**config.mk**
```make
export PLATFORM = sky130hd
export DESIGN_NAME = dwht_queue
export DESIGN_NICKNAME = d
export VERILOG_FILES = /design/src/hw/rtl/dwht_queue.sv
export SDC_FILE = /design/constraint.sdc
export NUM_CORES = 1
export LEC_CHECK = 0
export BUFFER_PORTS_ARGS = -buffer_cell sky130_fd_sc_hd__buf_4
export CELL_PAD_IN_SITES_DETAIL_PLACEMENT = 1
export CELL_PAD_IN_SITES_GLOBAL_PLACEMENT = 2
export CORE_MARGIN = 2
export CORE_UTILIZATION = 34
export CTS_CLUSTER_DIAMETER = 50
export DETAILED_ROUTE_END_ITERATION = 12
export HOLD_SLACK_MARGIN = 0.12
export PLACE_DENSITY = 0.72
export SLEW_MARGIN = 25
export SYNTH_ARGS = -nofsm -noshare
export SYNTH_HDL_FRONTEND = slang
export SYNTH_SLANG_ARGS = --single-unit
export TNS_END_PERCENT = 1
```
**constraint.sdc**
```tcl
create_clock -name clk -period 4.4 [get_ports clk]
set_input_delay 1.1 -clock clk [delete_from_list [all_inputs] [get_ports clk]]
set_output_delay 1.1 -clock clk [all_outputs]
set_load 0.02 [all_outputs]
```
**src/hw/rtl/dwht_queue.sv**
```systemverilog
// ----------------------------------------------------------------------------
// dwht_queue
// Two-entry queue between the hashing front end and the bucket scanner.
// ----------------------------------------------------------------------------
`default_nettype none

module dwht_queue #(
  parameter int WIDTH = 64
) (
  input  wire logic             clk,
  input  wire logic             rst,
  input  wire logic             push,
  input  wire logic [WIDTH-1:0] din,
  output logic                  full,
  input  wire logic             pop,
  output logic [WIDTH-1:0]      dout,
  output logic                  empty
);

  localparam int DEPTH = 2;

  logic [WIDTH-1:0] entry [DEPTH];
  logic             wr_ptr;
  logic             rd_ptr;
  logic [1:0]       count;

  assign full  = (count == 2'(DEPTH));
  assign empty = (count == 2'd0);
  assign dout  = entry[rd_ptr];

  always_ff @(posedge clk) begin
    if (push) begin
      entry[wr_ptr] <= din;
    end
  end

  always_ff @(posedge clk) begin
    if (rst) begin
      wr_ptr <= 1'b0;
      rd_ptr <= 1'b0;
      count  <= 2'd0;
    end else begin
      if (push) begin
        wr_ptr <= ~wr_ptr;
      end
      if (pop) begin
        rd_ptr <= ~rd_ptr;
      end
      if (push && !pop) begin
        count <= count + 2'd1;
      end else if (pop && !push) begin
        count <= count - 2'd1;
      end
    end
  end

endmodule

`default_nettype wire

```
Word level (Yosys, flattened, before mapping) --
Memory sizes are Yosys's and may differ from the RTL's. A register that Yosys moved wholly into a read port is not among the register bits. Cells that the tools add are included.
Word-level totals: word-level logic and storage cells 21, bits in writable memories 128, memories 1, flip-flop bits (word level) 4, output and inout port bits 66, input bits 68
Operators by class: bitwise gates (word level) 2, add/sub/neg operators 2, reduce and logical (&&, ||, !) cells 6, equality and inequality tests 1, muxes and demuxes 6
Memories:
- entry | depth 2, bits a word 64, rd ports 1, clocked after Yosys merged registers in 1, write ports 1, line 22 | logic [WIDTH-1:0] entry [DEPTH];
Operators with widths (count):
- 1-bit two-way mux | 4
- 2-bit two-way mux | 2
- 2-bit by 1-bit adder with 2-bit output (second input constant) | 1
- 2-bit == test (second input constant) | 1
- 1-bit logical AND | 2
- 1-bit zero test | 2
- 2-bit zero test | 1
- 1-bit NOT | 2
- 2-bit nonzero test | 1
- 2-bit by 1-bit subtractor with 2-bit output (second input constant) | 1

Longest topological paths before layout --
depth in word-level cells 4, depth in mapped cells 5, mapped depth without buffers 5

Worst setup path before layout --
No wires, ideal clock.
kind input to register, from in push, to mem entry[0][0], enable pin, setup slack -8 ps, library setup time 494 ps, path buffers 0, stages on the path 1, arrival 3914 ps, data required time 3906 ps, cell sequence nor2b_1
Between the ends: longest elaborated chain between the ends 2
RTL lines:
- from (decl) | line 12 | input wire logic push,
- 1-bit two-way mux | line 32 | if (push) begin
- 1-bit two-way mux (not written as such) | line 33 | entry[wr_ptr] <= din;
- to (decl) | line 22
No other way between the ends.

==> results.sh <==
export IMPL_status="finished, final reports clean"
export IMPL_fin_crit_sh_pct=72.2
export IMPL_hp_class="register to register"
export IMPL_layout_nets=437
export IMPL_io_pins=134
export IMPL_ys_top_cells_by_area="edfxtp_1 (79%), mux2_2 (15%), dfxtp_1 (2.1%), buf_6 (1.4%), nor2_1 (0.39%)"
export IMPL_syn_inst=221
export IMPL_powerDensity_mw_per_mm2=496
export IMPL_io_buffers=133
export IMPL_initial_core_util_pct=34.9
export IMPL_fin_util_pct=47.8
export IMPL_std_cell_rows=43
export IMPL_synth_top_cell_area_share_pct=79.3
export IMPL_maxSlewHeadroom_pct=38.7
export IMPL_ys_warn_count=0
export IMPL_worstPathRequired_ps=3300
export IMPL_synthAdderAreaFrac_pct=0.258
export IMPL_yosys_area_share_simple_pct=0.955
export IMPL_r2r_setup_slack_ps=2650
export IMPL_synth_top_family_by_area="multiplexers"
export IMPL_die_area_sq_mm=0.0152
export IMPL_hold_buffers=0
export IMPL_worstSetupStartpointType="register"
export IMPL_worstPathArrival_ps=2070
export IMPL_fin_setup_tns_ps=0
export IMPL_cp_max_fo=36
export IMPL_postCtsSetupBuffers=0
export IMPL_synth_cell_types=16
export IMPL_hold_violations=0
export IMPL_synth_compound_gate_area_share_pct=0.207
export IMPL_drtIter0Drc=110
export IMPL_grt_pass1_wl_um=13800
export IMPL_setup_viol=0
export IMPL_synth_top_area_cell="edfxtp_1"
export IMPL_cts_resized=0
export IMPL_synth_async_sr_flop_share_pct=0
export IMPL_tightest_slew_ps=917
export IMPL_stdcell_area_sq_mm=0.00664
export IMPL_fp_coreArea_sq_mm=0.0139
export IMPL_drv_slew=0
export IMPL_die_x_um=123
export IMPL_ys_seq_area_share_pct=81.4
export IMPL_place_area_sq_mm=0.00605
export IMPL_grt_overflow_total=0
export IMPL_cts_buffers=17
export IMPL_synthMuxAreaShare_pct=14.9
export IMPL_synth_commonest_cells="edfxtp_1 (128), mux2_2 (64), buf_6 (6)"
export IMPL_syn_to_final_growth_pct=36.9
export IMPL_grt_usage_pct=12.6
export IMPL_antenna_found_initial=0
export IMPL_synth_fp_nets=290
export IMPL_end_kind="primary output"
export IMPL_critPathKind="register to primary output"
export IMPL_ys_flop_type="edfxtp_1"
export IMPL_cts_buffer_depth=2
export IMPL_period_needed_ps=3170
export IMPL_wl_per_cell_um=16.2
export IMPL_ant_nets=0
export IMPL_clk_pin_slew_worst_paths_ps=50
export IMPL_drive_above_1_share_pct=61.2
export IMPL_die_h_um=123
export IMPL_cts_root_buf="clkbuf_16"
export IMPL_htree_levels=4
export IMPL_synth_avg_cell_area_sq_um=21.9
export IMPL_vias=2469
export IMPL_place_congestion=0.670
export IMPL_synth_seq_cells=133
export IMPL_syn_area_sq_mm=0.00485
export IMPL_drc_errors=0
export IMPL_rsz0062_at_grt="false"
export IMPL_diodes=0
export IMPL_cap_viol_max_count=0
export IMPL_leakage_nw=2.47
export IMPL_max_freq_mhz=315
export IMPL_synth_most_common_cell="edfxtp_1"
export IMPL_detail_route_first_pass_iterations=4
export IMPL_synth_edff_count=128
export IMPL_cts_tree="done"
export IMPL_grt_pass1_vias=2722
export IMPL_clock_sinks=133
export IMPL_wirelength_um=9090
export IMPL_grt_max_degree=65
export IMPL_insertion_delay_ps=410
export IMPL_fin_skew_ps=5.81
export IMPL_ir_worst_vdd_mv=0.206
export IMPL_hpwl_um=5910
export IMPL_synthXorXnorAreaFrac_pct=0.723
export IMPL_routed_via_density=4.40
-- power by group --
part           switching, W  internal [W]  leakage [nW]
combinational      0.000206      0.000199         0.955
clock              0.000500      0.000881         0.276
sequential        0.0000294       0.00148          1.24
-- sequential cells by signal, summed over array words and instances, names as in the netlist, named ones only --
signal and count:
wr_ptr 1, entry 128, rd_ptr 1, count 2
-- layer usage --
layer / GRT usage (%) / vias up / routed length, um
li1: - / 1161 / -
met1: 14.3 / 1207 / 3560
met2: 20.6 / 90 / 4700
met3: 5.81 / 11 / 710
met4: 5.11 / 0 / 107
met5: 0 / - / 0
-- cell usage in the layout, fill, tap and decap left out, types with 2 or more instances in the layout --
| master | netlist | final |
|---|---|---|
| buf_12 | 0 | 2 |
| mux2_2 | 64 | 64 |
| nor2_1 | 5 | 5 |
| dfxtp_1 | 5 | 4 |
| xor2_1 | 2 | 2 |
| clkinv_2 | 0 | 4 |
| xnor2_1 | 2 | 2 |
| clkbuf_16 | 0 | 17 |
| edfxtp_1 | 128 | 128 |
| bufinv_16 | 0 | 3 |
| buf_4 | 1 | 133 |
| clkinv_1 | 0 | 2 |
| clkinvlp_4 | 0 | 5 |
-- logic make-up (layout without fill, tap and decap cells) --
kind of cell    after synthesis  after routing
flops                       133            133
mux                          64             64
simple gates                  9              9
buf+inv                       8            168
xor+xnor                      4              4
compound gates                2              2
fa+ha+maj                     1              1
-- through the flow --
step / std cells / total power (W) / worst slack, ps / hold WS (ps)
after floorplan: 221 / 0.00176 / 1190 / 461
after global placement: 529 / 0.00194 / 1610 / 478
after detailed placement: 529 / 0.00195 / 1590 / 508
after CTS: 561 / 0.00334 / 1140 / 523
after global routing: 561 / 0.00342 / 1080 / 546
final: 561 / 0.00329 / 1230 / 516
-- worst paths after layout --
path	cells past startpoint	from	endpoint
min reg2reg	2	count[1]	count[1]
min	2	count[1]	count[1]
max reg2reg	2	wr_ptr	entry[0][40]
max	3	register	dout[41]
-- worst max-delay path, cell delays in order (launching register included) --
cell and delay, ps:
dfxtp_2 800, buf_12 300, mux2_2 380, buf_4 160
-- final cells by class --
cell class	count	area (sq um)
timing repair buffer	135	1040
tap	180	225
sequential	133	3950
clock buffer	17	425
multi-input combinational	80	835
fill	1313	7240
clock inverter	15	164
inverter	1	3.75
Note: power is estimated with default switching activity, not from simulation.
