**src/hw/rtl/dwht_pkg.sv**
```systemverilog
// ----------------------------------------------------------------------------
// dwht_pkg
// Shared widths, codes and types of the digit weighted hash table.
// ----------------------------------------------------------------------------
`default_nettype none

package dwht_pkg;

  localparam int KEY_W        = 24;
  localparam int VALUE_W      = 32;
  localparam int STATUS_W     = 2;
  localparam int WEIGHT_W     = 3;
  localparam int WEIGHT_COUNT = 7;
  localparam int CFG_IDX_W    = 3;
  localparam int DIGIT_W      = 4;
  localparam int STEP_W       = 3;
  localparam int PROD_W       = 6;
  localparam int SUM_W        = 7;
  localparam int MUL_W        = 48;

  // x / 10 == (x * RECIP10) >> RECIP10_SHIFT for any 24-bit x
  localparam logic [KEY_W-1:0] RECIP10       = 24'hCCCCCD;
  localparam int               RECIP10_SHIFT = 27;

  localparam int BUCKETS_DEF          = 7;
  localparam int SLOTS_PER_BUCKET_DEF = 8;

  localparam logic OP_INSERT = 1'b0;
  localparam logic OP_SEARCH = 1'b1;

  localparam logic [STATUS_W-1:0] ST_OK   = 2'd0;
  localparam logic [STATUS_W-1:0] ST_MISS = 2'd1;
  localparam logic [STATUS_W-1:0] ST_FULL = 2'd2;

  typedef struct packed {
    logic               opcode;
    logic [KEY_W-1:0]   key;
    logic [VALUE_W-1:0] value;
  } item_t;

  typedef logic [WEIGHT_COUNT-1:0][WEIGHT_W-1:0] weights_t;

endpackage

`default_nettype wire

```
**src/hw/rtl/dwht_back.sv**
```systemverilog
// ----------------------------------------------------------------------------
// dwht_back
// Scans the slots of one bucket, then updates, inserts or reports, one
// command at a time. Slot keys and values live in a single-port-read memory.
// ----------------------------------------------------------------------------
`default_nettype none

module dwht_back #(
  parameter int BUCKETS          = dwht_pkg::BUCKETS_DEF,
  parameter int SLOTS_PER_BUCKET = dwht_pkg::SLOTS_PER_BUCKET_DEF,
  localparam int BW              = $clog2(BUCKETS),
  localparam int QW              = $bits(dwht_pkg::item_t) + BW
) (
  input  wire logic                          clk,
  input  wire logic                          rst,
  input  wire logic                          q_empty,
  input  wire logic [QW-1:0]                 q_dout,
  output logic                               q_pop,
  output logic                               done,
  output logic [dwht_pkg::STATUS_W-1:0]      status,
  output logic [dwht_pkg::KEY_W-1:0]         result_key,
  output logic [dwht_pkg::VALUE_W-1:0]       result_value
);

  localparam int ENTRIES = BUCKETS * SLOTS_PER_BUCKET;
  localparam int AW      = $clog2(ENTRIES);
  localparam int SW      = $clog2(SLOTS_PER_BUCKET + 1);
  localparam int DW      = dwht_pkg::KEY_W + dwht_pkg::VALUE_W;

  localparam logic [1:0] S_IDLE   = 2'd0;
  localparam logic [1:0] S_SCAN   = 2'd1;
  localparam logic [1:0] S_FINISH = 2'd2;

  logic [DW-1:0]                 slot_mem [ENTRIES];
  logic [ENTRIES-1:0]            slot_valid;

  logic [1:0]                    state;
  dwht_pkg::item_t               item;
  logic [AW-1:0]                 base;
  logic [SW-1:0]                 iss;
  logic                          cmp_vld;
  logic [AW-1:0]                 cmp_addr;
  logic [DW-1:0]                 rd_data;
  logic                          hit_found;
  logic [AW-1:0]                 hit_addr;
  logic [dwht_pkg::VALUE_W-1:0]  hit_value;
  logic                          free_found;
  logic [AW-1:0]                 free_addr;

  dwht_pkg::item_t               q_item;
  logic [BW-1:0]                 q_bucket;
  logic                          issue;
  logic [AW-1:0]                 rd_addr;
  logic [dwht_pkg::KEY_W-1:0]    rd_key;
  logic                          wr_en;
  logic [AW-1:0]                 wr_addr;

  always_comb begin
    q_item   = dwht_pkg::item_t'(q_dout[QW-1:BW]);
    q_bucket = q_dout[BW-1:0];
    q_pop    = (state == S_IDLE) && !q_empty;
    issue    = (state == S_SCAN) && (iss != SW'(SLOTS_PER_BUCKET));
    rd_addr  = base + AW'(iss);
    rd_key   = rd_data[DW-1:dwht_pkg::VALUE_W];
    wr_en    = (state == S_FINISH) && (item.opcode == dwht_pkg::OP_INSERT)
               && (hit_found || free_found);
    wr_addr  = hit_found ? hit_addr : free_addr;
  end

  always_ff @(posedge clk) begin
    if (wr_en) begin
      slot_mem[wr_addr] <= {item.key, item.value};
    end
    if (issue) begin
      rd_data <= slot_mem[rd_addr];
    end
  end

  always_ff @(posedge clk) begin
    if (rst) begin
      slot_valid <= '0;
    end else if (wr_en) begin
      slot_valid[wr_addr] <= 1'b1;
    end
  end

  always_ff @(posedge clk) begin
    if (rst) begin
      state   <= S_IDLE;
      done    <= 1'b0;
      cmp_vld <= 1'b0;
    end else begin
      done <= 1'b0;
      case (state)
        S_IDLE: begin
          cmp_vld <= 1'b0;
          if (!q_empty) begin
            state <= S_SCAN;
          end
        end
        S_SCAN: begin
          cmp_vld <= issue;
          if (!issue && cmp_vld) begin
            state <= S_FINISH;
          end
        end
        S_FINISH: begin
          done  <= 1'b1;
          state <= S_IDLE;
        end
        default: begin
          state <= S_IDLE;
        end
      endcase
    end
  end

  always_ff @(posedge clk) begin
    case (state)
      S_IDLE: begin
        if (!q_empty) begin
          item       <= q_item;
          base       <= AW'(q_bucket * SLOTS_PER_BUCKET);
          iss        <= '0;
          hit_found  <= 1'b0;
          free_found <= 1'b0;
        end
      end
      S_SCAN: begin
        if (issue) begin
          iss <= iss + 1'b1;
        end
        cmp_addr <= rd_addr;
        if (cmp_vld) begin
          if (slot_valid[cmp_addr]) begin
            if (!hit_found && rd_key == item.key) begin
              hit_found <= 1'b1;
              hit_addr  <= cmp_addr;
              hit_value <= rd_data[dwht_pkg::VALUE_W-1:0];
            end
          end else if (!free_found) begin
            free_found <= 1'b1;
            free_addr  <= cmp_addr;
          end
        end
      end
      S_FINISH: begin
        if (item.opcode == dwht_pkg::OP_SEARCH) begin
          if (hit_found) begin
            status       <= dwht_pkg::ST_OK;
            result_key   <= item.key;
            result_value <= hit_value;
          end else begin
            status       <= dwht_pkg::ST_MISS;
            result_key   <= '0;
            result_value <= '0;
          end
        end else if (hit_found || free_found) begin
          status       <= dwht_pkg::ST_OK;
          result_key   <= item.key;
          result_value <= item.value;
        end else begin
          status       <= dwht_pkg::ST_FULL;
          result_key   <= '0;
          result_value <= '0;
        end
      end
      default: begin
      end
    endcase
  end

endmodule

`default_nettype wire

```
**config.mk**
```make
export PLATFORM = sky130hd
export DESIGN_NAME = dwht_back
export DESIGN_NICKNAME = d
export VERILOG_FILES = /design/src/hw/rtl/dwht_pkg.sv /design/src/hw/rtl/dwht_back.sv
export SDC_FILE = /design/constraint.sdc
export NUM_CORES = 2
export LEC_CHECK = 0
export BUFFER_PORTS_ARGS = -buffer_cell sky130_fd_sc_hd__buf_2
export CAP_MARGIN = 5
export CORE_MARGIN = 8
export CORE_UTILIZATION = 63
export DETAILED_ROUTE_END_ITERATION = 10
export PLACE_DENSITY = 0.82
export SYNTH_ARGS = -nofsm -noshare
export SYNTH_HDL_FRONTEND = slang
export SYNTH_SLANG_ARGS = --single-unit
export TNS_END_PERCENT = 100
```
**constraint.sdc**
```tcl
create_clock -name clk -period 11.71 [get_ports clk]
set_input_delay 0.5855 -clock clk [delete_from_list [all_inputs] [get_ports clk]]
set_output_delay 0.5855 -clock clk [all_outputs]
set_load 0.01 [all_outputs]
```
Word-level counts from Yosys, hierarchy flattened. Memories as Yosys holds them, arrays and structs flattened. A register that Yosys moved wholly into a read port is not among the register bits. Index checks and enable logic that the tools add are counted.

Register bits: 234. RAM bits: 3136. Output and inout port bits: 60. Memories kept: 1.

$add $sub $neg: 2. Order comparisons: 3. Eq/ne operators: 11. Multiplexer cells: 32. Bitwise gates (word level): 5. Reductions and logical operators: 20.

Memory list: slot_mem (words 56, bits a word 56, rd ports 1, clocked after memory_dff 1, wr ports 1, RTL line dwht_back.sv:34) `logic [DW-1:0] slot_mem [ENTRIES];`.

Operator list (number): $mux 32 (3); $mux 24 (3); $or 56x56->56 (1); $eq 24x24->1 (1); $lt 6x7->1 const B (2); $mux 1 (12); $reduce_and 4->1 (3); $mux 2 (4); $mux 4 (2); $ne 2x2->1 const B (4); $pmux 4 s2 (1); $logic_and 1x1->1 (7); $add 6x4->6 (1); $bmux 1 s6 (1); $demux 1 s6 (1); $ge 6x1->1 const B (1); $mux 6 (1); $ne 2x1->1 const B (3); $pmux 1 s2 (3); $reduce_and 5->1 (1); $add 4x1->4 const B (1); $ne 4x4->1 const B (1); $not 1->1 (4); $pmux 2 s2 (1); other kinds (8) (11).

Logic depth before layout (Yosys ltp).
Depth after elaboration: 6. Gate-level depth with buffers: 10. Gate-level depth less buffers: 7.

Worst setup path after synthesis. OpenSTA, ideal clock, no wires.

Path kind: flip-flop to flip-flop. Start point: register state[1]. End point: memory slot_mem[23][0] in the netlist's numbering, enable pin. Setup time: 470 ps. Arrival time: 6149 ps. Required time: 11240 ps. Setup slack: 5090 ps. Stages on the path, launching flop included: 6. Buffers on the path: 0. Path through: dfxtp_1 nor2b_1 nand2_1 nor2_1 nand2_1 nor2_1.

Word-level cells in the longest chain between the ends: 5.

RTL lines: start: declaration (RTL line dwht_back.sv:37) `logic [1:0] state;`; start signal: assignment (RTL line dwht_back.sv:89) `state <= S_IDLE;`; start signal: assignment (RTL line dwht_back.sv:98) `state <= S_SCAN;`; start signal: assignment (RTL line dwht_back.sv:104) `state <= S_FINISH;`; $eq 2x2->1 (RTL line dwht_back.sv:65) `wr_en = (state == S_FINISH) && (item.opcode == dwht_pkg::OP_INSERT)`; $logic_and 1x1->1 (RTL line dwht_back.sv:65); $logic_and 1x1->1 (RTL line dwht_back.sv:66) `&& (hit_found || free_found);`; $mux 1 (RTL line dwht_back.sv:71) `if (wr_en) begin`; $mux 1 (implied by the code) (RTL line dwht_back.sv:72) `slot_mem[wr_addr] <= {item.key, item.value};`; end: declaration (RTL line dwht_back.sv:34).

Every way passes these cells.

Worst setup path after layout.
Start point: register iss[1]. End point: register rd_data[35], read port of slot_mem, data pin.

Word-level cells in the longest chain between the ends: 2.

RTL lines: start: declaration (RTL line dwht_back.sv:40) `logic [SW-1:0] iss;`; start signal: assignment (RTL line dwht_back.sv:131) `iss <= iss + 1'b1;`; parallel branches: the longest is 2 deep, another holds $add 6x4->6; end: declaration (RTL line dwht_back.sv:43) `logic [DW-1:0] rd_data;`.

Several ways; the timed one is not identified. A chain may end at the register's enable or synchronous reset.

==> results summary <==
The flow ran to the end, but the final reports show violations. The final reports fail on max-capacitance violations, max-slew violations. The worst IR drop on VDD is 0.184 mV. The required time of the critical path came out at 12,380 ps. The routed length on met3 came out at 54,500 µm. The number of synthesized flops with an enable pin is 3,366. The first-pass GRT wire length came out at 548,000 µm. The clock skew came out at 57.0 ps. Once layout is complete, the utilization of the core stands at 0.709.

The root buffer cell chosen for the clock tree is clkbuf_16. The area fraction in compound gates after synthesis was 0.0194. In this run the top signal layer used is met5. The combinational family with the most area after synthesis is multiplexers. Leaving out fill and tap cells, the most frequent cell in the layout is edfxtp_1. Across every metal layer, demand over resource in global routing totals 0.352. The initial antenna violation count is 20. The sequential cell area is 102,000 µm².

The power density normalized to cell area came out at 196 nW/µm². The number of vias per cell after detailed routing came out at 7.81. The worst path arrival time came out at 6030 ps. The post-route total power is 28,400 µW. The register clock-pin slew on the reported worst setup and hold paths came out at 70 ps. The area growth from synthesis to layout came out at 12.0%. The final sum of negative setup slack is 0 ps. The DRC violation count after routing came out at 0.

The number of levels in the clock H-tree came out at 5. The TritonCTS clock tree is built. The number of nets in the synthesized netlist is 5,623. The synthesized instance count is 5,556. Of the total power, the share spent switching nets is 0.257.

The share of the synthesized area in the top cell type is 0.780. The worst hold-check path type is in -> reg. Averaged over all synthesized cells, the footprint is 23.3 µm². The share of total power dissipated in combinational logic is 0.138. In the synthesized netlist the dominant register cell turns out to be edfxtp_1.

The chip width is 469 µm. The number of standard cells in the layout, taps in and fillers out is 8,894. Once layout is done, the placed cells without fillers occupy 145,000 µm².

The die covers 220,000 µm². The clock latency on the worst-skew pair came out at 1000 ps. Of the total power, registers draw 0.483. Summed over all cells, the static leakage comes to 0.0452 µW. The biggest area contributor in the post-synthesis netlist is edfxtp_1. Of the total synthesized cell area, the portion taken by AND, OR, NAND and NOR gates is 0.0115. The cts-stage hold buffer count came out at 60. The sum of routed wire segments on met1 came out at 121,000 µm. The number of buffers added by the clock tree synthesis step is 340. The total overflow reported by the global router came out at 0.

The adder-cell area share of the yosys netlist came out at 0.000386. The detailed-route via count is 69,400. The average wire per standard cell came out at 44.3 µm. The internal power summed over all cells is 21,100 µW. The placed instance count is 8,243. The count of maximum capacitance violations is 1.

The fmax is 0.187 GHz. The layout has 10,300 filler cells. The total number of clock tree sinks came out at 3,426. The final setup violation count came out at 0. The violation count after the first detailed-routing iteration came out at 13,700. The peak fanout along the critical path came out at 74. Setup repair after global routing left no endpoint under its margin.

The number of synthesized register bits came out at 3,426. The number of rows in the core area is 166. The net load switching power came out at 7310 µW. In the final layout, the share of cells above drive strength 1 is 0.278. The total standard cell area after synthesis is 130,000 µm². The number of endpoints with negative hold slack in the final report is 0.

STA classifies the critical path endpoint as a register. The post-layout net count is 6,025. The placeable core area came out at 205,000 µm². The overall routed net length came out at 394,000 µm. The proportion of synthesized chip area in sequential cells came out at 0.790. 123 I/O pins were placed. STA classifies the critical path startpoint as a register.

The area occupied by multi-input gates came out at 26,400 µm². The count of unique library cells instantiated by Yosys came out at 46. The number of nets with antenna violations after detailed routing is 0.

The cell area reported after detailed placement came out at 134,000 µm². After synthesis, the cell types taking the most area are edfxtp_1 (78%), mux4_2 (16%), mux2i_1 (1.1%). The number of max-slew violations in the final report is 2. The total of cells resized after clock tree synthesis is 0. The post-synthesis share of cell area spent on xor and xnor gates came out at 0.00183. The HPWL after detailed placement came out at 182,000 µm. In the detailed route, the total length drawn on met2 is 185,000 µm. The maximum buffer depth of the clock tree is 4. The number of global-route vias before repair is 68,500.

For this run, asynchronously set or reset flops after synthesis account for 0. The worst setup path category is reg -> reg. The shortest period the worst path allows came out at 5360 ps.

The Yosys step of the flow raised 0 warnings. The multiplexer share of the synthesized area came out at 0.167. The period utilization is 0.457. The port buffer count came out at 122. The die is 469 µm tall.

The final RePlAce weighted congestion came out at 0.836. The transition at the pin with the smallest max-transition slack came out at 1560 ps. The post-CTS setup buffer count is 0.

The power share of the clock group is 0.379. Before antenna repair, the detailed router went through 8 iterations. The pin count of the biggest net entering global routing came out at 137. In the layout the commonest cells are edfxtp_1 (3,366), mux4_2 (897), clkbuf_16 (343), buf_4 (161), mux2i_1 (140).

The worst slew margin relative to its limit is -0.0506. The effective utilization at floorplan is 0.633.
[critical path: stages (launching register included)]
cell and delay, ps:
edfxtp_1 840, buf_4 870, buf_4 1020, mux4_2 480, mux4_2 530, a22oi_1 1030, nand2_1 160
[kinds of logic after synthesis]
| kind of cell | Yosys count |
|---|---|
| flip-flops | 3426 |
| multiplexers | 1039 |
| AO/OA/AOI/OAI | 404 |
| AND/OR/NAND/NOR | 352 |
| buffers and inverters | 304 |
| XOR/XNOR | 27 |
| adder cells (fa/ha/maj) | 4 |
[stage by stage]
step | hold WS [ps] | worst slack (ps)
after CTS | 140 | 6570
final | 206 | 6350
after global routing | 186 | 6220
after global placement | 403 | 6800
after floorplan | 400 | 5090
after detailed placement | 405 | 6760
[routing by layer]
metal  GRT usage  up-vias
met5           0        -
met4       0.228       10
met3      0.0871     1518
met2       0.551     8151
met1       0.446    35400
li1            -    24400
[sequential cells by signal, summed over array words and instances, names as in the netlist]
name,count
cmp_vld,1
free_addr,6
hit_value,32
item,57
rd_data,56
state,2
base,3
result_key,24
result_value,32
done,1
slot_mem,3136
hit_found,1
slot_valid,56
cmp_addr,6
hit_addr,6
iss,4
free_found,1
status,2
[synthesized netlist by cell type (34+ instances only)]
| master | instances |
|---|---|
| o21ai_0 | 114 |
| mux2i_1 | 140 |
| a21oi_1 | 118 |
| a22oi_1 | 65 |
| mux4_2 | 897 |
| clkbuf_1 | 160 |
| a22o_1 | 34 |
| buf_2 | 85 |
| nor2_1 | 197 |
| nand2_1 | 83 |
| buf_1 | 36 |
| a211oi_1 | 56 |
| edfxtp_1 | 3366 |
| dfxtp_1 | 60 |
[final timing paths]
path / startpoint / end / slack, ps / cells after the start
min: q_empty / state[0] / 210 / 3
min reg2reg: rd_data[31] / hit_value[31] / 430 / 0
max reg2reg: iss[1] / rd_data[35] / 6350 / 6
max: iss[1] / rd_data[35] / 6350 / 6
[power groups by stage]
stage          clock, µW  sequential, µW  combinational (µW)
5_1_grt            11100           13700                3960
3_5_place_dp           0           14000                3630
3_3_place_gp           0           14000                3530
4_1_cts            10700           13700                3830
6_report           10700           13700                3920
2_1_floorplan          0           14000                2300
[cell type report]
cell class / instances / share of cell area
well taps: 2688 / 0.0232
inverters: 8 / 0.000241
multi-input cells: 1826 / 0.182
flip-flops and latches: 3426 / 0.705
diodes: 8 / 0.000138
clock inverters: 174 / 0.0105
clock buffers: 408 / 0.0610
repair buffers: 356 / 0.0183
(Power assumes the default switching activity.)
